===== config.mk =====
export PLATFORM = sky130hd
export DESIGN_NAME = gtm_vdist
export DESIGN_NICKNAME = d
export VERILOG_FILES = /design/src/sv/gtm_pkg.sv /design/src/sv/gtm_vdist.sv
export SDC_FILE = /design/constraint.sdc
export NUM_CORES = 1
export LEC_CHECK = 0
export BUFFER_PORTS_ARGS = -buffer_cell sky130_fd_sc_hd__buf_2
export CAP_MARGIN = 15
export CORE_MARGIN = 2
export CORE_UTILIZATION = 50
export DETAILED_ROUTE_END_ITERATION = 8
export HOLD_SLACK_MARGIN = 0.12
export PLACE_DENSITY = 0.68
export SLEW_MARGIN = 40
export SYNTH_ARGS = -nofsm -noshare
export SYNTH_HDL_FRONTEND = slang
export SYNTH_SLANG_ARGS = --single-unit

===== constraint.sdc =====
create_clock -name clk -period 12.6 [get_ports clk]
set_input_delay 0.63 -clock clk [delete_from_list [all_inputs] [get_ports clk]]
set_output_delay 0.63 -clock clk [all_outputs]
set_load 0.1 [all_outputs]

===== src/sv/gtm_pkg.sv =====
// ----------------------------------------------------------------------------
// gtm_pkg
// Shared types, codes and constants of the greedy triangle matcher.
// ----------------------------------------------------------------------------
package gtm_pkg;

  localparam int MAX_TRIANGLES_DEF = 256;
  localparam int COORD_W = 16;
  localparam int VERTEX_W = 4 * COORD_W;
  localparam int VDIST_W = 17;
  localparam int TDIST_W = 19;

  localparam logic [2:0] KIND_LOAD_REF  = 3'd0;
  localparam logic [2:0] KIND_LOAD_CAND = 3'd1;
  localparam logic [2:0] KIND_RUN       = 3'd2;
  localparam logic [2:0] KIND_READ      = 3'd3;
  localparam logic [2:0] KIND_CLEAR     = 3'd4;

  localparam logic [1:0] STAT_OK    = 2'd0;
  localparam logic [1:0] STAT_SLOT  = 2'd1;
  localparam logic [1:0] STAT_ERROR = 2'd2;

  typedef struct packed {
    logic [2:0]          kind;
    logic signed [15:0]  coord_x;
    logic signed [15:0]  coord_y;
    logic signed [15:0]  coord_z;
    logic signed [15:0]  coord_w;
    logic [7:0]          slot;
  } req_t;

  typedef struct packed {
    logic [1:0]  status;
    logic [7:0]  source_triangle;
    logic [18:0] match_distance;
    logic [8:0]  triangle_count;
  } rsp_t;

  typedef enum logic [3:0] {
    RS_IDLE,
    RS_SCAN_START,
    RS_SCAN_RD,
    RS_SCAN_WAIT,
    RS_SCAN_DIST,
    RS_SCAN_NEXT,
    RS_SWAP_A,
    RS_SWAP_B,
    RS_SWAP_C,
    RS_SWAP_D,
    RS_DONE
  } run_state_t;

  typedef enum logic [1:0] {
    VD_IDLE,
    VD_SQUARE,
    VD_ROOT,
    VD_DONE
  } vd_state_t;

endpackage


===== src/sv/gtm_vdist.sv =====
// ----------------------------------------------------------------------------
// gtm_vdist
// Vertex distance unit: squares the four lane differences one per cycle, then
// takes the floor square root one result bit per cycle.
// ----------------------------------------------------------------------------
module gtm_vdist
  import gtm_pkg::*;
(
  input  logic                clk,
  input  logic                rst,
  input  logic                start,
  input  logic [VERTEX_W-1:0] vert_a,
  input  logic [VERTEX_W-1:0] vert_b,
  output logic                done,
  output logic [VDIST_W-1:0]  root
);

  vd_state_t           state, state_next;
  logic [VERTEX_W-1:0] va, vb;
  logic [33:0]         acc;
  logic [33:0]         res;
  logic [1:0]          k;
  logic [4:0]          step;
  logic signed [16:0]  diff;
  logic [16:0]         mag;
  logic [31:0]         sq;
  logic [33:0]         bitv;
  logic [34:0]         trial;
  logic                take;

  always_comb begin
    diff  = 17'(signed'(va[16*k +: 16])) - 17'(signed'(vb[16*k +: 16]));
    mag   = diff[16] ? 17'(-diff) : 17'(diff);
    sq    = mag[15:0] * mag[15:0];
    bitv  = 34'(1) << {step, 1'b0};
    trial = {1'b0, res} + {1'b0, bitv};
    take  = {1'b0, acc} >= trial;
  end

  always_comb begin
    state_next = state;
    unique case (state)
      VD_IDLE:   if (start) state_next = VD_SQUARE;
      VD_SQUARE: if (k == 2'd3) state_next = VD_ROOT;
      VD_ROOT:   if (step == 5'd0) state_next = VD_DONE;
      VD_DONE:   state_next = VD_IDLE;
      default:   state_next = VD_IDLE;
    endcase
  end

  always_comb begin
    done = (state == VD_DONE);
    root = res[VDIST_W-1:0];
  end

  always_ff @(posedge clk) begin
    if (rst) begin
      state <= VD_IDLE;
    end else begin
      state <= state_next;
    end
  end

  always_ff @(posedge clk) begin
    unique case (state)
      VD_IDLE: begin
        if (start) begin
          va  <= vert_a;
          vb  <= vert_b;
          acc <= '0;
          k   <= '0;
        end
      end
      VD_SQUARE: begin
        acc <= acc + 34'(sq);
        k   <= k + 2'd1;
        step <= 5'd16;
        res  <= '0;
      end
      VD_ROOT: begin
        if (take) begin
          acc <= acc - trial[33:0];
          res <= (res >> 1) + bitv;
        end else begin
          res <= res >> 1;
        end
        step <= step - 5'd1;
      end
      default: begin
      end
    endcase
  end

endmodule


==> results of run 1 <==
flip-flops by register name (all words and copies together) (netlist names):
name / cells
k: 2
acc: 34
res: 34
vb: 64
step: 5
va: 64
state: 2
routing by layer:
| layer | share of wire | GRT usage | vias to the layer above | wire, um |
|---|---|---|---|---|
| met5 | 0 | 0 | - | 0 |
| met4 | 0.026 | 0.06629 | 0 | 1384 |
| met3 | 0.054 | 0.02718 | 83 | 2841 |
| met2 | 0.47 | 0.4075 | 430 | 24700 |
| met1 | 0.45 | 0.3373 | 7841 | 23530 |
| li1 | - | - | 7555 | - |
how the worst max path moves through the flow:
| stage | start | end | slack (ps) | cells after the start |
|---|---|---|---|---|
| floorplan | k[0] | acc[33] | 2540 | 40 |
| global placement | k[0] | acc[33] | 1790 | 33 |
| detailed placement | k[0] | acc[33] | 1500 | 34 |
| CTS | k[0] | acc[33] | 1450 | 34 |
| global route | k[0] | acc[33] | 930 | 35 |
| finish | k[0] | acc[33] | 1700 | 35 |
logic make-up (layout without fill, tap and decap cells):
group	count (synthesis)	after routing	synth area share
AND/OR/NAND/NOR	539	539	0.1176
AO/OA/AOI/OAI	386	386	0.1231
adder cells (fa/ha/maj)	397	397	0.2970
buffers and inverters	434	583	0.07961
XOR/XNOR	137	137	0.05800
multiplexers	49	49	0.04142
flip-flops	205	205	0.2833
worst reg2reg max path: cells and delay by family, from the launching register on:
family	cells	cell delay, ps
compound gates	13	3460
xor+xnor	1	560
fa+ha+maj	8	3630
buf+inv	7	1030
flops	1	480
mux	1	550
simple gates	5	920
synth_stat cells (18+ instances only):
| cell | n | share of area |
|---|---|---|
| fa_1 | 195 | 0.18 |
| buf_4 | 18 | 0.0062 |
| nor3_1 | 33 | 0.0076 |
| a21o_1 | 50 | 0.017 |
| a31oi_1 | 30 | 0.0087 |
| mux4_2 | 32 | 0.033 |
| and3_1 | 21 | 0.0061 |
| nand2_1 | 187 | 0.032 |
| xor2_1 | 69 | 0.028 |
| inv_1 | 363 | 0.063 |
| o21ai_0 | 49 | 0.011 |
| clkbuf_1 | 26 | 0.0045 |
| ha_1 | 202 | 0.12 |
| nand2b_1 | 31 | 0.0090 |
| nor2b_1 | 41 | 0.012 |
| xnor2_1 | 62 | 0.025 |
| edfxtp_1 | 203 | 0.28 |
| nor2_1 | 147 | 0.025 |
| a21oi_1 | 84 | 0.019 |
final cells by class:
cell class / count / area [sq um] / area share
multi-input cells: 1508 / 13820 / 0.5817
flip-flops and latches: 205 / 6136 / 0.2583
inverters: 367 / 1378 / 0.05800
repair buffers: 174 / 950.9 / 0.04004
well taps: 585 / 732.0 / 0.03082
clock buffers: 30 / 611.8 / 0.02576
clock inverters: 12 / 126.4 / 0.005321
per-stage QoR:
stage,std cells,setup slack [ps],util
floorplan,2147,2543,-
global placement,2837,1795,0.5357
detailed placement,2837,1496,0.5358
CTS,2879,1448,0.5530
global route,2881,926.3,0.5538
finish,2881,1699,0.5538
==> flow_metrics.env, run 1 <==
export IMPL_drt_wl_total_mm=52.46
export IMPL_std_cell_rows=76
export IMPL_io_buffers=148
export IMPL_grt_pass1_wl_mm=86.17
export IMPL_start_util=0.5050
export IMPL_via_count=15909
export IMPL_slowest_delay_ps=600
export IMPL_finalSetupTns_ps=0
export IMPL_place_area_sq_mm=0.02298
export IMPL_synth_edff_count=203
export IMPL_rsz0062_at_grt="no"
export IMPL_ys_warn_count=0
export IMPL_holdWs_ps=265.4
export IMPL_status="complete, no violations"
export IMPL_nFillCells=3777
export IMPL_ys_async_sr_fraction=0
export IMPL_dr_pass1_iters=5
export IMPL_synthCells=2147
export IMPL_track_usage=0.2435
export IMPL_drc=0
export IMPL_max_freq_ghz=0.09173
export IMPL_cts_buffers=23
export IMPL_drt_iter0_drc=1073
export IMPL_crit_path_end_kind="flip-flop"
export IMPL_cts_setup_buffers=0
export IMPL_hold_class="in2reg"
export IMPL_syn_avg_cell_area_sq_um=10.09
export IMPL_cts_buffer_depth=3
export IMPL_fp_dieArea_sq_mm=0.04499
export IMPL_hold_viol=0
export IMPL_cts_resized_gates=0
export IMPL_critical_path_arrival_ps=11180
export IMPL_most_common_layout_cells="363 x inv_1, 203 x edfxtp_1, 200 x ha_1, 195 x fa_1, 187 x nand2_1"
export IMPL_r2r_end="acc[33]"
export IMPL_cts_tree="yes"
export IMPL_maxSlewViolCount=0
export IMPL_hold_depth=1
export IMPL_ys_seq_area_frac=0.2833
export IMPL_setup_viol=0
export IMPL_via_per_inst=5.522
export IMPL_cts_root_buf="clkbuf_16"
export IMPL_wl_per_cell_um=18.21
export IMPL_place_hpwl_mm=42.41
export IMPL_min_period_ps=10900
export IMPL_worst_pin_slew_ps=835.2
export IMPL_antenna_cells=0
export IMPL_cp_common_cell="fa_1"
export IMPL_antenna_found_initial=0
export IMPL_final_nets=2807
export IMPL_fin_crit_sh=0.8652
export IMPL_gr_total_overflow=0
export IMPL_critPathTopFamily="adder cells"
export IMPL_cp_num_buf_inv=7
export IMPL_pin_count=149
export IMPL_whs_endpoint="vb[34]"
export IMPL_cts_hold_buffers_added=0
export IMPL_first_global_vias=16621
export IMPL_fin_skew_ps=12.92
export IMPL_worst_path_max_delay_cell="a211oi_1"
export IMPL_r2r_start="k[0]"
export IMPL_cts_sinks=205
export IMPL_core_region_area_sq_mm=0.04289
export IMPL_cp_max_fo=10
export IMPL_die_w_um=212.1
export IMPL_worstSetupPathType="reg2reg"
export IMPL_syn_to_final_growth_pct=9.671
export IMPL_min_from="vert_b[34]"
export IMPL_syn_area_sq_mm=0.02166
export IMPL_cts_clk_slew_worst_paths_ps=70
export IMPL_layout_drive_gt1_share=0.1289
export IMPL_fp_dieH_um=212.1
export IMPL_final_area_sq_mm=0.02375
export IMPL_mostFrequentLayoutCell="inv_1"
export IMPL_start_kind="flip-flop"
export IMPL_postRouteAntennaNets=0
export IMPL_synth_flop_cell="edfxtp_1"
export IMPL_synth_nets=2675
export IMPL_cts_max_level=1
export IMPL_grt_max_degree=85
export IMPL_reg2reg_slack_ps=1700
export IMPL_worstPathRequired_ps=12880
export IMPL_synth_seq_cells=205
export IMPL_yosysUniqueCellTypes=89
export IMPL_slew_headroom=0.4413
export IMPL_maxCapViolCount=0
export IMPL_clock_latency_ps=540
export IMPL_gp_congestion=0.9324
export IMPL_r2r_cells=35
Power of run 1 is not shown: default switching activity piles up to over one toggle a cycle in this logic, so the estimate is an artifact.
==> run 2, diff against run 1 <==
--- a/config.mk
+++ b/config.mk
@@ -7,6 +7,7 @@
 export LEC_CHECK = 0
 export BUFFER_PORTS_ARGS = -buffer_cell sky130_fd_sc_hd__buf_2
 export CAP_MARGIN = 15
+export CORE_ASPECT_RATIO = 0.75
 export CORE_MARGIN = 2
 export CORE_UTILIZATION = 50
 export DETAILED_ROUTE_END_ITERATION = 8
==> flow_metrics.env, run 2 (synthesized netlist as in run 1, its figures left out) <==
export IMPL_first_global_vias=16342
export IMPL_cp_max_fo=27
export IMPL_hold_viol=0
export IMPL_maxSlewViolCount=0
export IMPL_antenna_found_initial=1
export IMPL_max_freq_ghz=0.08963
export IMPL_min_from="rst"
export IMPL_fin_crit_sh=0.8855
export IMPL_worstSetupPathType="reg2reg"
export IMPL_nFillCells=3681
export IMPL_pin_count=149
export IMPL_drc=0
export IMPL_final_nets=2803
export IMPL_cts_buffers=24
export IMPL_regArea_sq_mm=0.006136
export IMPL_drt_wl_total_mm=53.05
export IMPL_cts_tree="yes"
export IMPL_start_util=0.5111
export IMPL_whs_endpoint="state[0]"
export IMPL_postRouteAntennaNets=0
export IMPL_multiInputGateArea_sq_mm=0.01383
export IMPL_fp_dieArea_sq_mm=0.04501
export IMPL_maxCapViolCount=0
export IMPL_startpoint="k[0]"
export IMPL_grt_pass1_wl_mm=86.95
export IMPL_status="complete, no violations"
export IMPL_fp_dieH_um=184.2
export IMPL_reg2reg_slack_ps=1440
export IMPL_slowest_delay_ps=690
export IMPL_min_period_ps=11160
export IMPL_r2r_end="acc[33]"
export IMPL_hold_class="in2reg"
export IMPL_mostFrequentLayoutCell="inv_1"
export IMPL_worst_pin_slew_ps=823.0
export IMPL_layout_drive_gt1_share=0.1287
export IMPL_setup_viol=0
export IMPL_r2r_cells=34
export IMPL_syn_to_final_growth_pct=9.891
export IMPL_die_w_um=244.3
export IMPL_holdWs_ps=248.6
export IMPL_track_usage=0.2441
export IMPL_final_area_sq_mm=0.02380
export IMPL_cts_root_buf="clkbuf_16"
export IMPL_io_buffers=148
export IMPL_via_per_inst=5.595
export IMPL_cts_buffer_depth=3
export IMPL_place_area_sq_mm=0.02296
export IMPL_most_common_layout_cells="363 x inv_1, 203 x edfxtp_1, 200 x ha_1, 195 x fa_1, 187 x nand2_1"
export IMPL_worstPathRequired_ps=12900
export IMPL_finalSetupTns_ps=0
export IMPL_gr_total_overflow=0
export IMPL_r2r_start="k[0]"
export IMPL_slew_headroom=0.4513
export IMPL_drt_iter0_drc=1275
export IMPL_gp_congestion=0.9512
export IMPL_cts_clk_slew_worst_paths_ps=60
export IMPL_antenna_cells=0
export IMPL_cts_setup_buffers=0
export IMPL_core_region_area_sq_mm=0.04237
export IMPL_place_hpwl_mm=42.67
export IMPL_grt_max_degree=78
export IMPL_cts_max_level=1
export IMPL_hold_depth=2
export IMPL_critical_path_arrival_ps=11450
export IMPL_fin_skew_ps=8.353
export IMPL_std_cell_rows=65
export IMPL_cts_hold_buffers_added=0
export IMPL_cp_common_cell="inv_1"
export IMPL_clock_latency_ps=550
export IMPL_worst_path_max_delay_cell="a211oi_1"
export IMPL_dr_pass1_iters=5
export IMPL_crit_path_end_kind="flip-flop"
export IMPL_rsz0062_at_grt="no"
export IMPL_cts_sinks=205
export IMPL_largestRegisters="va (64), vb (64)"
export IMPL_start_kind="flip-flop"
export IMPL_cts_resized_gates=0
export IMPL_wl_per_cell_um=18.54
export IMPL_via_count=16014
[run 2: area by class of cell]
class / instances / area share
clock buffer: 27 / 0.02571
tap: 569 / 0.02991
inverter: 367 / 0.05788
clock inverter: 17 / 0.009043
multi-input combinational: 1508 / 0.5812
timing repair buffer: 169 / 0.03843
sequential: 205 / 0.2578
[run 2: worst max-delay path: cells and delay by family (launching register included)]
| kind | cells | cell delay (ps) |
|---|---|---|
| and+or+nand+nor | 6 | 1250 |
| xor gates and xnor gates | 1 | 530 |
| buffers and inverters | 8 | 1070 |
| muxes | 1 | 550 |
| AOI/OAI and AO/OA | 10 | 2790 |
| adders and majority gates | 8 | 3980 |
| DFF | 1 | 670 |
[run 2: metal layers]
layer / vias to the layer above / wire length, um / global-route usage
met1: 7847 / 25170 / 0.3701
li1: 7539 / - / -
met5: - / 0 / 0
met3: 76 / 4260 / 0.04630
met4: 0 / 986 / 0.04780
met2: 552 / 22630 / 0.3649
[run 2: through the flow]
step                        util  cells  setup WS [ps]
after floorplan                -   2147           2543
after global placement    0.5415   2818           1695
after detailed placement  0.5420   2818           1371
after CTS                 0.5615   2862           1340
after global routing      0.5617   2862          833.5
final                     0.5617   2862           1443
[run 2: worst max-delay path by stage]
stage | to | slack [ps] | depth (start not counted)
2_1_floorplan | acc[33] | 2540 | 40
3_5_place_dp | acc[33] | 1370 | 34
6_report | acc[33] | 1440 | 34
4_1_cts | acc[33] | 1340 | 34
5_1_grt | acc[33] | 830 | 34
3_3_place_gp | acc[33] | 1690 | 35
Power of run 2 is left out for the same reason.
==> run 3, diff against run 2 <==
--- a/config.mk
+++ b/config.mk
@@ -7,7 +7,7 @@
 export LEC_CHECK = 0
 export BUFFER_PORTS_ARGS = -buffer_cell sky130_fd_sc_hd__buf_2
 export CAP_MARGIN = 15
-export CORE_ASPECT_RATIO = 0.75
+export CORE_ASPECT_RATIO = 1.1
 export CORE_MARGIN = 2
 export CORE_UTILIZATION = 50
 export DETAILED_ROUTE_END_ITERATION = 8
==> flow_metrics.env, run 3 (synthesized netlist as in run 1, its figures left out) <==
export IMPL_worst_path_max_delay_cell="mux4_2"
export IMPL_max_freq_ghz=0.09217
export IMPL_largestRegisters="va (64), vb (64)"
export IMPL_core_region_area_sq_mm=0.04250
export IMPL_cts_buffers=23
export IMPL_std_cell_rows=79
export IMPL_place_inst=2815
export IMPL_regArea_sq_mm=0.006136
export IMPL_gr_usage_met3=0.02523
export IMPL_wl_per_cell_um=18.13
export IMPL_most_common_layout_cells="363 x inv_1, 203 x edfxtp_1, 200 x ha_1, 195 x fa_1, 187 x nand2_1"
export IMPL_first_global_vias=16594
export IMPL_antenna_found_initial=2
export IMPL_maxCapViolCount=0
export IMPL_slew_headroom=0.4849
export IMPL_cts_resized_gates=0
export IMPL_track_usage=0.2356
export IMPL_cts_max_level=1
export IMPL_place_area_sq_mm=0.02293
export IMPL_cts_clk_slew_worst_paths_ps=60
export IMPL_cts_sinks=205
export IMPL_cp_max_fo=33
export IMPL_gp_congestion=0.9301
export IMPL_slowest_delay_ps=600
export IMPL_dr_pass1_iters=5
export IMPL_critical_path_arrival_ps=11130
export IMPL_mostFrequentLayoutCell="inv_1"
export IMPL_via_per_inst=5.530
export IMPL_final_area_sq_mm=0.02362
export IMPL_fp_dieH_um=222.3
export IMPL_cts_buffer_depth=3
export IMPL_drt_wl_total_mm=51.82
export IMPL_fin_crit_sh=0.8611
export IMPL_crit_path_end_kind="flip-flop"
export IMPL_setup_viol=0
export IMPL_grt_max_degree=85
export IMPL_grt_pass1_wl_mm=85.01
export IMPL_top_usage_layer="met2"
export IMPL_clock_latency_ps=540
export IMPL_drt_iter0_drc=1094
export IMPL_layout_drive_gt1_share=0.1263
export IMPL_path_depth=36
export IMPL_multiInputGateArea_sq_mm=0.01382
export IMPL_cp_common_cell="fa_1"
export IMPL_worstPathRequired_ps=12880
export IMPL_met2_usage=0.3966
export IMPL_finalSetupTns_ps=0
export IMPL_final_core_util=0.5556
export IMPL_cts_root_buf="clkbuf_16"
export IMPL_maxSlewViolCount=0
export IMPL_worst_pin_slew_ps=772.6
export IMPL_via_count=15805
export IMPL_nFillCells=3773
export IMPL_final_nets=2801
export IMPL_drc=0
export IMPL_pin_count=149
export IMPL_fin_skew_ps=21.22
export IMPL_cts_setup_buffers=0
export IMPL_syn_to_final_growth_pct=9.041
export IMPL_finalNonFillerCells=2858
export IMPL_hold_viol=0
export IMPL_critPathTopFamily="adder cells"
export IMPL_worstSetupPathType="reg2reg"
export IMPL_rsz0062_at_grt="no"
export IMPL_postRouteAntennaNets=0
export IMPL_min_period_ps=10850
export IMPL_status="complete, no violations"
export IMPL_start_kind="flip-flop"
export IMPL_fp_dieArea_sq_mm=0.04500
export IMPL_cts_tree="yes"
export IMPL_r2r_cells=36
export IMPL_gr_total_overflow=0
export IMPL_io_buffers=148
export IMPL_hold_depth=1
export IMPL_die_w_um=202.4
export IMPL_hold_class="in2reg"
export IMPL_cts_hold_buffers_added=0
export IMPL_grtUsageMet1=0.3193
export IMPL_start_util=0.5095
export IMPL_place_hpwl_mm=41.83
export IMPL_cp_num_buf_inv=7
[run 3: changes by cell type in the layout (fill, tap and decap cells not counted), sizes merged]
| cell | previous run | this run |
|---|---|---|
| clkbuf | 27 | 31 |
| bufinv | 4 | 0 |
| buf | 169 | 168 |
| diode | 0 | 2 |
| clkinv | 12 | 9 |
[run 3: metal layers]
layer  vias to the layer above  part of all wire
met5                         -                 0
met2                       395              0.48
met4                         0             0.032
met1                      7754              0.44
met3                       105             0.047
li1                       7551                 -
[run 3: stage by stage]
step / worst slack (ps) / hold WS (ps)
floorplan: 2543 / 505.5
global placement: 2031 / 521.6
detailed placement: 1820 / 548.6
CTS: 1789 / 239.6
global route: 1209 / 241.7
finish: 1750 / 261.8
[run 3: worst paths after layout]
kind | startpoint | end | slack (ps)
setup / recovery | k[0] | acc[33] | 1750
hold / removal | vert_a[39] | va[39] | 260
setup reg to reg | k[0] | acc[33] | 1750
hold reg to reg | state[0] | state[0] | 560
[run 3: worst reg2reg max path, delay by kind of cell (launching register included)]
family / cells / cell delay, ps
fa+ha+maj: 9 / 3990
compound gates: 13 / 3000
buf+inv: 7 / 1100
xor+xnor: 2 / 780
simple gates: 4 / 750
mux: 1 / 620
flops: 1 / 370
[run 3: layout make-up]
cell class | instances | area share
multi-input combinational | 1508 | 0.5851
antenna | 2 | 0.0002119
inverter | 367 | 0.05833
clock inverter | 10 | 0.002967
clock buffer | 31 | 0.02564
tap | 567 | 0.03004
sequential | 205 | 0.2598
timing repair buffer | 168 | 0.03788
Power of run 3 is left out for the same reason.
